--- config.mk ---
export PLATFORM = sky130hd
export DESIGN_NAME = mcpwm_ctrl
export DESIGN_NICKNAME = d
export VERILOG_FILES = /design/src/design/mcpwm_pkg.sv /design/src/design/mcpwm_ctrl.sv
export SDC_FILE = /design/constraint.sdc
export NUM_CORES = 1
export LEC_CHECK = 0
export ABC_AREA = 0
export BUFFER_PORTS_ARGS = -buffer_cell sky130_fd_sc_hd__buf_2
export CORE_AREA = 2 2 39 41
export DETAILED_ROUTE_END_ITERATION = 7
export DIE_AREA = 0 0 41 43
export PLACE_DENSITY = 0.56
export SETUP_SLACK_MARGIN = 0.02
export SLEW_MARGIN = 25
export SYNTH_ARGS = -nofsm -noshare
export SYNTH_HDL_FRONTEND = slang
export SYNTH_SLANG_ARGS = --single-unit
export TNS_END_PERCENT = 20
--- constraint.sdc ---
create_clock -name clk -period 1.5 [get_ports clk]
set_clock_uncertainty 0.05 [all_clocks]
set_input_delay 0.075 -clock clk [delete_from_list [all_inputs] [get_ports clk]]
set_output_delay 0.075 -clock clk [all_outputs]
set_load 0.1 [all_outputs]
--- src/design/mcpwm_pkg.sv ---
`default_nettype none

package mcpwm_pkg;

    localparam int CHANNELS = 4;
    localparam int CH_W     = (CHANNELS > 1) ? $clog2(CHANNELS) : 1;
    localparam int TW       = 27;
    localparam int PIN_W    = 6;
    localparam int FREQ_W   = 10;
    localparam int DUTY_W   = 7;
    localparam int ST_W     = 2;
    localparam int REQ_W    = 2;
    localparam int CNT_W    = $clog2(TW + 1);

    // Division of the period by 100 through reciprocal multiplication.
    localparam int QUO_W     = 21;
    localparam int RCP_W     = 28;
    localparam int RCP_SHIFT = 34;
    localparam int PART_W    = 7;
    localparam int FRAC_W    = PART_W + DUTY_W;
    localparam int FRAC_SHIFT = 20;

    localparam logic [TW-1:0]     TPS_RESET  = TW'(1000000);
    localparam logic [FREQ_W-1:0] FREQ_LIMIT = FREQ_W'(500);
    localparam logic [DUTY_W-1:0] PERCENT    = DUTY_W'(100);
    localparam logic [RCP_W-1:0]  RCP_PCT    = RCP_W'(171798692);
    localparam logic [FRAC_W-1:0] RCP_FRAC   = FRAC_W'(10486);

    typedef enum logic [REQ_W-1:0] {
        REQ_TICK = 2'd0,
        REQ_CFG  = 2'd1,
        REQ_STOP = 2'd2,
        REQ_NOP  = 2'd3
    } req_t;

    typedef enum logic [ST_W-1:0] {
        ST_OK   = 2'd0,
        ST_FREQ = 2'd1,
        ST_DUTY = 2'd2,
        ST_NOCH = 2'd3
    } status_t;

    // Commands from the controller to the datapath.
    typedef struct packed {
        logic ready;
        logic quick;
        logic start;
        logic div_step;
        logic mul_load;
        logic split_load;
        logic sum_load;
        logic commit;
    } cmd_t;

    // Status from the datapath to the controller.
    typedef struct packed {
        logic req_valid;
        logic out_free;
        logic long_op;
        logic div_last;
    } sts_t;

endpackage

`default_nettype wire

--- src/design/mcpwm_ctrl.sv ---
`default_nettype none

module mcpwm_ctrl
(
    input  wire logic            clk,
    input  wire logic            rst_n,
    input  wire mcpwm_pkg::sts_t sts,
    output mcpwm_pkg::cmd_t      cmd
);

    typedef enum logic [5:0] {
        S_IDLE    = 6'b000001,
        S_DIV_PER = 6'b000010,
        S_MUL     = 6'b000100,
        S_SPLIT   = 6'b001000,
        S_SUM     = 6'b010000,
        S_COMMIT  = 6'b100000
    } state_t;

    state_t state_reg;
    state_t state_next;
    logic   take;

    always_comb
    begin
        cmd.ready      = (state_reg == S_IDLE) && sts.out_free;
        take           = cmd.ready && sts.req_valid;
        cmd.start      = take && sts.long_op;
        cmd.quick      = take && !sts.long_op;
        cmd.div_step   = (state_reg == S_DIV_PER);
        cmd.mul_load   = (state_reg == S_MUL);
        cmd.split_load = (state_reg == S_SPLIT);
        cmd.sum_load   = (state_reg == S_SUM);
        cmd.commit     = (state_reg == S_COMMIT);
    end

    always_comb
    begin
        state_next = state_reg;
        unique case (state_reg)
            S_IDLE:
            begin
                if (cmd.start)
                begin
                    state_next = S_DIV_PER;
                end
            end
            S_DIV_PER:
            begin
                if (sts.div_last)
                begin
                    state_next = S_MUL;
                end
            end
            S_MUL:
            begin
                state_next = S_SPLIT;
            end
            S_SPLIT:
            begin
                state_next = S_SUM;
            end
            S_SUM:
            begin
                state_next = S_COMMIT;
            end
            S_COMMIT:
            begin
                state_next = S_IDLE;
            end
            default:
            begin
                state_next = S_IDLE;
            end
        endcase
    end

    always_ff @(posedge clk or negedge rst_n)
    begin
        if (!rst_n)
        begin
            state_reg <= S_IDLE;
        end
        else
        begin
            state_reg <= state_next;
        end
    end

    // A divide phase must end on its last step before the next phase starts.
    a_per_to_mul: assert property (@(posedge clk) disable iff (!rst_n)
        (state_reg == S_DIV_PER && sts.div_last) |=> (state_reg == S_MUL))
        else $error("period divide did not hand over to the multiply");

    a_commit_after_sum: assert property (@(posedge clk) disable iff (!rst_n)
        (state_reg == S_COMMIT) |-> ($past(state_reg) == S_SUM))
        else $error("commit reached without finishing the duty scaling");

    a_no_take_busy: assert property (@(posedge clk) disable iff (!rst_n)
        (state_reg != S_IDLE) |-> !cmd.ready)
        else $error("request taken while a configure is in flight");

endmodule

`default_nettype wire

==> flow_metrics.env, run 1 <==
export IMPL_slowest_delay_ns=0.41
export IMPL_cts_root_buffer_cell="clkbuf_4"
export IMPL_crit_chain="nor4_4 -> nand4_4 -> nor2_4 -> buf_12"
export IMPL_drv_slew=0
export IMPL_drv_cap=0
export IMPL_critical_path_arrival_ns=1.58
export IMPL_finalSetupTns_ns=-1.05
export IMPL_cellPowerDensity_nw_per_um2=991
export IMPL_drc_errors=0
export IMPL_r2r_cells=5
export IMPL_final_common_cell="buf_12"
export IMPL_internal_power_mw=0.440
export IMPL_final_util=0.554
export IMPL_clkTransAtPathRegs_ns=0.06
export IMPL_synth_area_per_cell_um2=9.98
export IMPL_ys_types=22
export IMPL_clock_sinks=6
export IMPL_layout_drive_gt1_share=0.683
export IMPL_insertion_delay_ns=0.25
export IMPL_rows=14
export IMPL_antenna_cells=0
export IMPL_switching_share=0.421
export IMPL_dp_hpwl_um=684
export IMPL_end_kind="output pin"
export IMPL_ir_drop_mv=0.827
export IMPL_die_h_um=43
export IMPL_syn_cell_area_um2=389
export IMPL_worstReg2RegStart="state_reg[4]"
export IMPL_syn_instance_count=39
export IMPL_seq_area_frac_synth=0.389
export IMPL_synth_warnings=0
export IMPL_criticalPathCategory="register to output pin"
export IMPL_grt_pass1_vias=384
export IMPL_grt_total_usage=0.146
export IMPL_grt_max_degree=9
export IMPL_wl_um=964
export IMPL_regToRegEndpoint="state_reg[1]"
export IMPL_status="complete, but fails checks"
export IMPL_largest_reg_flops=6
export IMPL_drt_met1_wl_um=417
export IMPL_p_leak_nw=0.328
export IMPL_numCtsBuffers=3
export IMPL_holdCritPathClass="primary input to asynchronous set/reset pin"
export IMPL_worst_path_max_fanout=3
export IMPL_finalCriticalPeriod_ns=1.70
export IMPL_vias_per_cell=4.87
export IMPL_layout_common_cells="buf_12 (8), buf_2 (5), buf_4 (5), dfrtp_1 (5)"
export IMPL_rsz0062_at_grt="yes"
export IMPL_grt_antenna_before_repair=0
export IMPL_cts_tree="built"
export IMPL_io_buffers=13
export IMPL_first_pass_iters=2
export IMPL_grt_pass1_wl_mm=1.65
export IMPL_cp_start_kind="register"
export IMPL_num_vias=385
export IMPL_timing_fmax_mhz=587
export IMPL_syn_nets=45
export IMPL_top_layer="met4"
export IMPL_grt_ovfl_total=0
export IMPL_fp_dieW_um=41
export IMPL_startpoint="state_reg[4]"
export IMPL_ant_nets=0
export IMPL_multiInputGateArea_um2=297
export IMPL_boundaryPins=14
export IMPL_dpl_worst_slack_ns=0.0301
export IMPL_cts_buffer_depth=2
export IMPL_slew_headroom=0.763
export IMPL_tightest_slew_ns=0.353
export IMPL_routedWlPerCell_um=12.2
export IMPL_syn2layout_area_growth_pct=97.1
export IMPL_start_util=0.281
export IMPL_gp_congestion=0.767
export IMPL_crit_slowest_cell="dfrtp_1"
export IMPL_worst_slack_ns=-0.203
export IMPL_violations="setup timing"
export IMPL_wl_met3_um=59
export IMPL_fin_nets=70
export IMPL_power_frac_comb=0.513
export IMPL_p_sw_mw=0.320
export IMPL_dieArea_um2=1760
export IMPL_p_clk_frac=0.221
export IMPL_required_ns=1.37
export IMPL_ys_ff_latch=6
export IMPL_h_tree_depth=1
export IMPL_fill_cells=122
export IMPL_period_share=1.14
export IMPL_core_area_um2=1380
export IMPL_p_seq_frac=0.266
export IMPL_reg2reg_slack_ns=-0.02
export IMPL_area_sequential_um2=151
export IMPL_hold_viol=0
export IMPL_initialDrtViolationCount=2
export IMPL_setup_viol=8
export IMPL_wl_met2_um=474
synth_stat cells:
cell | count | area (µm²)
a221o_1 | 1 | 10.0
and2_1 | 1 | 6.26
and3_1 | 1 | 6.26
and3_2 | 2 | 15.0
and4b_2 | 2 | 22.5
buf_4 | 1 | 7.51
buf_6 | 1 | 11.3
dfrtp_1 | 5 | 125
dfstp_2 | 1 | 26.3
inv_1 | 2 | 7.51
nand2_1 | 2 | 7.51
nand3_1 | 1 | 5.00
nand4_2 | 1 | 12.5
nor2_1 | 5 | 18.8
nor2b_1 | 2 | 12.5
nor3_1 | 1 | 5.00
nor3b_1 | 4 | 30.0
nor4_4 | 1 | 21.3
o211ai_1 | 1 | 7.51
o21ai_0 | 2 | 10.0
o22ai_2 | 1 | 12.5
xor2_1 | 1 | 8.76
cell families (layout without fill, tap and decap cells):
| family | Yosys count | after routing | share of synthesized area |
|---|---|---|---|
| buffers and inverters | 4 | 28 | 0.0675 |
| AO/OA/AOI/OAI | 5 | 5 | 0.103 |
| XOR/XNOR | 1 | 1 | 0.0225 |
| flip-flops | 6 | 6 | 0.389 |
| AND/OR/NAND/NOR | 23 | 23 | 0.418 |
critical path, delay by kind of cell (launching register included):
| family | cells | cell delay [ns] |
|---|---|---|
| simple gates | 3 | 0.73 |
| flops | 1 | 0.41 |
| buf+inv | 1 | 0.18 |
per-layer routing:
layer	GRT usage	up-vias
met5	0	-
met4	0.0800	0
met3	0.0628	2
met2	0.203	15
met1	0.182	179
li1	-	189
how the worst max path moves through the flow:
stage,to,slack (ns),cells after the start
CTS,cmd[5],-0.21,4
finish,cmd[5],-0.20,4
floorplan,cmd[5],-0.14,3
detailed placement,cmd[5],0.03,4
global placement,cmd[6],0.03,4
global route,cmd[5],-0.28,4
power by group through the flow:
stage               combinational, mW  sequential, mW  clock, mW
global route                    0.416           0.205      0.192
global placement                0.349           0.203          0
finish                          0.390           0.202      0.168
detailed placement              0.351           0.203          0
floorplan                       0.248           0.200          0
CTS                             0.379           0.201      0.174
final cells by class:
cell class | instances | share of cell area
Sequential cell | 6 | 0.197
Timing Repair Buffer | 22 | 0.346
Tap cell | 16 | 0.0261
Multi-Input combinational cell | 29 | 0.387
Inverter | 2 | 0.00979
Clock buffer | 4 | 0.0343
what timing repair did:
item                                   in CTS  in global routing
resized for setup                           5                  7
setup endpoints to repair                   8                 10
buffers inserted                            1                  1
hold buffers                                2                  0
endpoints found under the hold margin       7                  0
pin swaps                                   2                  3
stage by stage:
| stage | instances | area, µm² | hold slack [ns] | power, mW |
|---|---|---|---|---|
| 2_1_floorplan | 39 | 432 | -0.271 | 0.448 |
| 3_3_place_gp | 71 | 656 | -0.144 | 0.552 |
| 4_1_cts | 78 | 728 | 0.125 | 0.754 |
| 3_5_place_dp | 71 | 656 | -0.142 | 0.555 |
| 6_report | 79 | 767 | 0.121 | 0.760 |
| 5_1_grt | 79 | 767 | 0.139 | 0.813 |
No activity file was read; power rests on OpenSTA's default activity.
==> run 2, diff against run 1 <==
ABC_AREA = 1   (was 0)
==> run 2 against run 1 <==
Against the previous run: the flow still finishes with violations (setup timing); sequential power increased by 2%; combinational power increased by 8.2%; hold slack worse by 0.098 ns; sequential share of layout area grew 0.13 points; synthesized cell count up 36%; synthesized area shrank 0.64%; via count grew 3.6%; flip-flop and latch count unchanged; maximum frequency up 4.7%; worst setup slack improved by 0.076 ns; global-route usage decreased by 1.3 points; cell count grew 23%; critical endpoint unchanged.
==> flow_metrics.env, run 2 <==
export IMPL_whs_ns=0.0226
export IMPL_status="complete, but fails checks"
export IMPL_ir_drop_mv=0.632
export IMPL_synth_area_top_cells="dfrtp_1 (32%), inv_1 (17%), nand2_1 (7.8%), nor2_1 (7.8%), dfstp_2 (6.8%)"
export IMPL_worst_path_max_fanout=3
export IMPL_p_clk_frac=0.207
export IMPL_final_common_cell="inv_1"
export IMPL_cts_buffer_depth=2
export IMPL_synth_ff_type="dfrtp_1"
export IMPL_syn2layout_area_growth_pct=97.1
export IMPL_drc_errors=0
export IMPL_grt_pass1_vias=388
export IMPL_synth_top_cell_area_share=0.324
export IMPL_p_seq_frac=0.261
export IMPL_ant_nets=0
export IMPL_numCtsBuffers=3
export IMPL_fp_dieW_um=41
export IMPL_required_ns=1.37
export IMPL_cp_start_kind="register"
export IMPL_yosysMostFrequentCell="inv_1"
export IMPL_tightest_slew_ns=0.203
export IMPL_dieArea_um2=1760
export IMPL_hold_viol=0
export IMPL_ys_ff_latch=6
export IMPL_grt_antenna_before_repair=0
export IMPL_h_tree_depth=1
export IMPL_dp_hpwl_um=642
export IMPL_vias_per_cell=4.11
export IMPL_clkTransAtPathRegs_ns=0.05
export IMPL_setup_viol=4
export IMPL_cellPowerDensity_nw_per_um2=1040
export IMPL_core_area_um2=1380
export IMPL_synth_warnings=0
export IMPL_synth_area_per_cell_um2=7.29
export IMPL_area_sequential_um2=151
export IMPL_grt_max_degree=7
export IMPL_switching_share=0.422
export IMPL_insertion_delay_ns=0.25
export IMPL_first_pass_iters=4
export IMPL_critical_path_arrival_ns=1.50
export IMPL_violations="setup timing"
export IMPL_cp_top_family="simple AND/OR/NAND/NOR gates"
export IMPL_synth_edf_count=0
export IMPL_multiInputGateArea_um2=226
export IMPL_cts_tree="built"
export IMPL_ys_top_cells_by_count="inv_1 (17), nand2_1 (8), nor2_1 (8)"
export IMPL_cp_buffers_inverters=2
export IMPL_p_leak_nw=0.408
export IMPL_slew_headroom=0.864
export IMPL_worst_slack_ns=-0.127
export IMPL_num_vias=399
export IMPL_gp_congestion=0.784
export IMPL_criticalPathCategory="register to output pin"
export IMPL_power_frac_comb=0.532
export IMPL_crit_slowest_cell="dfrtp_1"
export IMPL_ys_types=14
export IMPL_fin_nets=88
export IMPL_grt_total_usage=0.133
export IMPL_period_share=1.08
export IMPL_power_total_mw=0.794
export IMPL_grt_ovfl_total=0
export IMPL_start_util=0.279
export IMPL_rsz0062_at_grt="yes"
export IMPL_antenna_cells=0
export IMPL_layout_drive_gt1_share=0.568
export IMPL_reg2reg_slack_ns=0.22
export IMPL_timing_fmax_mhz=615
export IMPL_finalCriticalPeriod_ns=1.63
export IMPL_async_reset_ff_frac=1.00
export IMPL_clock_sinks=6
export IMPL_crit_chain="nor2_4 -> nand2_4 -> nor3_4 -> nand3_2 -> clkinvlp_4 -> buf_12"
export IMPL_p_sw_mw=0.335
export IMPL_fill_cells=116
export IMPL_end_kind="output pin"
export IMPL_initialDrtViolationCount=8
export IMPL_die_h_um=43
export IMPL_io_buffers=13
export IMPL_seq_area_frac_synth=0.392
export IMPL_syn_nets=59
export IMPL_cts_root_buffer_cell="clkbuf_4"
export IMPL_slowest_delay_ns=0.41
export IMPL_syn_cell_area_um2=387
export IMPL_drv_cap=0
export IMPL_wl_um=911
export IMPL_boundaryPins=14
export IMPL_synth_area_leader_cell="dfrtp_1"
export IMPL_grt_pass1_wl_mm=1.56
export IMPL_largest_reg_flops=6
export IMPL_routedWlPerCell_um=9.39
export IMPL_layout_common_cells="inv_1 (14), buf_4 (10), buf_12 (8)"
export IMPL_syn_instance_count=53
export IMPL_internal_power_mw=0.459
export IMPL_drv_slew=0
export IMPL_holdCritPathClass="primary input to register"
export IMPL_rows=14
[run 2: changes by cell type after synthesis, moves of 2 or more]
cell	delta
and3_2	-2
and4b_2	-2
inv_1	+15
nand2_1	+6
nand3_1	+3
nor2_1	+3
nor2_2	+2
nor2_4	+2
nor2b_1	-2
nor3b_1	-4
o21ai_0	-2
[run 2: metal layers]
| layer | global-route usage | part of all wire |
|---|---|---|
| met4 | 0.0800 | 0.018 |
| met2 | 0.203 | 0.53 |
| met1 | 0.154 | 0.39 |
| met5 | 0 | 0 |
| met3 | 0.0419 | 0.063 |
[run 2: final cells by class]
| type | count | area share |
|---|---|---|
| multi-input combinational | 30 | 0.297 |
| timing repair buffer | 24 | 0.355 |
| inverter | 17 | 0.0887 |
| tap | 16 | 0.0263 |
| sequential | 6 | 0.199 |
| clock buffer | 4 | 0.0345 |
[run 2: path summary, 6_finish.rpt]
| check | from | end | cells past startpoint |
|---|---|---|---|
| min in group asynchronous | rst_n | state_reg[2] | 2 |
| worst max-delay path | state_reg[4] | cmd[5] | 6 |
| worst min-delay path | sts[0] | state_reg[2] | 3 |
| worst max register to register | state_reg[4] | state_reg[1] | 6 |
| max in group asynchronous | rst_n | state_reg[0] | 2 |
| worst min register to register | state_reg[1] | state_reg[2] | 2 |
[run 2: cells by family after synthesis]
group / share of synthesized area
and+or+nand+nor: 0.411
AOI/OAI and AO/OA: 0.0324
buffers and inverters: 0.165
DFF: 0.392
[run 2: metrics by stage]
step | setup WS, ns | setup TNS [ns] | cell area, µm² | util | cells
after detailed placement | 0.0973 | 0 | 613 | 0.443 | 83
after floorplan | -0.768 | -3.74 | 400 | - | 53
after global placement | 0.112 | 0 | 613 | 0.443 | 83
after CTS | -0.125 | -0.278 | 704 | 0.509 | 93
after global routing | -0.221 | -0.748 | 762 | 0.551 | 97
final | -0.127 | -0.332 | 762 | 0.551 | 97
[run 2: power by group through the flow]
| stage | Clock (mW) | Combinational [mW] | Sequential, mW |
|---|---|---|---|
| global placement | 0 | 0.340 | 0.207 |
| finish | 0.164 | 0.422 | 0.207 |
| floorplan | 0 | 0.231 | 0.203 |
| CTS | 0.169 | 0.409 | 0.207 |
| global route | 0.179 | 0.449 | 0.208 |
| detailed placement | 0 | 0.344 | 0.208 |
[run 2: tightest hold or removal path, cell delays in order]
cell and delay (ns):
buf_2 0.10, nand4_1 0.08, inv_1 0.03
[run 2: timing repair]
item | in CTS | in global routing
resized for setup | 5 | 8
endpoints found under the hold margin | 6 | 0
pin swaps | 7 | 7
hold buffers | 1 | 0
endpoints found under the setup margin | 5 | 8
setup buffers | 5 | 4
gates cloned | 0 | 0
==> run 3, diff against run 2 <==
clock period = 1.75 ns   (was 1.5 ns; I/O delays follow)
==> run 3 against run 2 <==
Against the previous run: the flow now finishes without violations; combinational power is 29% lower; clock power is 13% lower; via count is 7.0% lower; first-iteration DRC count is 63% lower.
==> flow_metrics.env, run 3 (same netlist as run 2, synthesis figures left out) <==
export IMPL_status="finished, final reports clean"
export IMPL_setup_viol=0
export IMPL_criticalPathCategory="register to output pin"
export IMPL_grt_util_met1=0.154
export IMPL_largest_reg_flops=6
export IMPL_busiest_layer="met2"
export IMPL_slew_headroom=0.677
export IMPL_fp_dieW_um=41
export IMPL_syn2layout_area_growth_pct=53.1
export IMPL_wl_um=770
export IMPL_internal_power_mw=0.357
export IMPL_vias_per_cell=4.17
export IMPL_cp_buffers_inverters=2
export IMPL_cts_tree="built"
export IMPL_drc_errors=0
export IMPL_fin_nets=80
export IMPL_grt_max_degree=7
export IMPL_required_ns=1.61
export IMPL_p_sw_mw=0.266
export IMPL_worst_slack_ns=0.0837
export IMPL_p_clk_frac=0.230
export IMPL_power_frac_comb=0.480
export IMPL_initialDrtViolationCount=3
export IMPL_timing_fmax_mhz=600
export IMPL_fill_cells=146
export IMPL_worstReg2RegStart="state_reg[0]"
export IMPL_h_tree_depth=1
export IMPL_grt_ovfl_total=0
export IMPL_antenna_cells=0
export IMPL_num_vias=371
export IMPL_io_buffers=13
export IMPL_p_seq_frac=0.290
export IMPL_boundaryPins=14
export IMPL_grt_antenna_before_repair=0
export IMPL_routedWlPerCell_um=8.65
export IMPL_ir_drop_mv=0.597
export IMPL_power_total_mw=0.623
export IMPL_finalCriticalPeriod_ns=1.67
export IMPL_rsz0062_at_grt="yes"
export IMPL_cts_buffer_depth=2
export IMPL_final_util=0.428
export IMPL_critical_path_arrival_ns=1.53
export IMPL_dp_hpwl_um=638
export IMPL_insertion_delay_ns=0.25
export IMPL_final_common_cell="inv_1"
export IMPL_cp_top_family="flip-flops"
export IMPL_cp_start_kind="register"
export IMPL_die_h_um=43
export IMPL_clkTransAtPathRegs_ns=0.05
export IMPL_holdCritPathClass="primary input to register"
export IMPL_drv_slew=0
export IMPL_grt_total_usage=0.127
export IMPL_dieArea_um2=1760
export IMPL_layout_drive_gt1_share=0.411
export IMPL_end_kind="output pin"
export IMPL_tightest_slew_ns=0.488
export IMPL_clock_sinks=6
export IMPL_gr_usage_met3=0.0419
export IMPL_layout_common_cells="inv_1 (16), buf_2 (9), nor2_1 (7)"
export IMPL_grt_pass1_wl_mm=1.49
export IMPL_hold_start="sts[0]"
export IMPL_core_area_um2=1380
export IMPL_p_leak_nw=0.360
export IMPL_crit_chain="nand2_4 -> nor3_4 -> nand3_2 -> clkinvlp_4 -> buf_12"
export IMPL_crit_slowest_cell="dfstp_2"
export IMPL_ant_nets=0
export IMPL_dpl_worst_slack_ns=0.250
export IMPL_period_share=0.952
export IMPL_cts_root_buffer_cell="clkbuf_4"
export IMPL_numCtsBuffers=3
export IMPL_gp_congestion=0.715
export IMPL_hold_viol=0
export IMPL_grt_pass1_vias=394
export IMPL_rows=14
export IMPL_cellPowerDensity_nw_per_um2=1050
export IMPL_first_pass_iters=2
export IMPL_worst_path_max_fanout=3
export IMPL_slowest_delay_ns=0.57
export IMPL_startpoint="state_reg[0]"
export IMPL_start_util=0.279
export IMPL_grtUsageMet2=0.175
export IMPL_drv_cap=0
export IMPL_switching_share=0.427
## run 3: changes by cell type in the layout (fill, tap and decap cells not counted), sizes merged
cell    delta
buf        -9
clkbuf     +1
## run 3: stage by stage
step	area [µm²]	setup TNS, ns	std cells	hold WS [ns]
global route	592	-0.0394	89	0.0436
CTS	574	0	88	0.0295
detailed placement	531	0	82	-0.127
global placement	531	0	82	-0.129
floorplan	400	-2.12	53	-0.258
finish	592	0	89	0.0304
## run 3: area by class of cell
class	count	area (µm²)	share of cell area
flip-flops and latches	6	151	0.256
multi-input cells	30	189	0.319
repair buffers	16	138	0.233
clock buffers	4	26.3	0.0444
inverters	17	67.6	0.114
well taps	16	20.0	0.0338
## run 3: what timing repair did
item / CTS / global route
gates resized for setup: 0 / 3
hold buffers: 1 / 0
pin swaps: 1 / 3
buffers inserted: 1 / 1
endpoints found under the hold margin: 6 / 0
endpoints found under the setup margin: 2 / 3
## run 3: worst register-to-register path: cells and delay by family (launching register included)
family                 cells  cell delay [ns]
DFF                        1             0.57
buffers and inverters      1             0.15
and+or+nand+nor            4             0.49
## run 3: worst paths after layout
check / depth (start not counted) / slack (ns) / endpoint
worst max-delay path: 5 / 0.08 / cmd[5]
worst min-delay path: 4 / 0.03 / state_reg[1]
worst max register to register: 5 / 0.44 / state_reg[1]
worst min register to register: 2 / 0.54 / state_reg[2]
max in group asynchronous: 2 / 1.28 / state_reg[0]
min in group asynchronous: 2 / 0.14 / state_reg[2]
## run 3: power groups by stage
stage / logic, mW / clock network, mW / registers, mW
2_1_floorplan: 0.198 / 0 / 0.174
3_3_place_gp: 0.274 / 0 / 0.177
3_5_place_dp: 0.276 / 0 / 0.178
4_1_cts: 0.288 / 0.147 / 0.176
5_1_grt: 0.323 / 0.156 / 0.184
6_report: 0.299 / 0.143 / 0.181
## run 3: layer usage
| layer | up-vias | routed length, µm | share of wire |
|---|---|---|---|
| met1 | 159 | 318 | 0.41 |
| met3 | 3 | 73 | 0.095 |
| met4 | 0 | 29 | 0.038 |
| li1 | 194 | - | - |
| met2 | 15 | 348 | 0.45 |
| met5 | - | 0 | 0 |
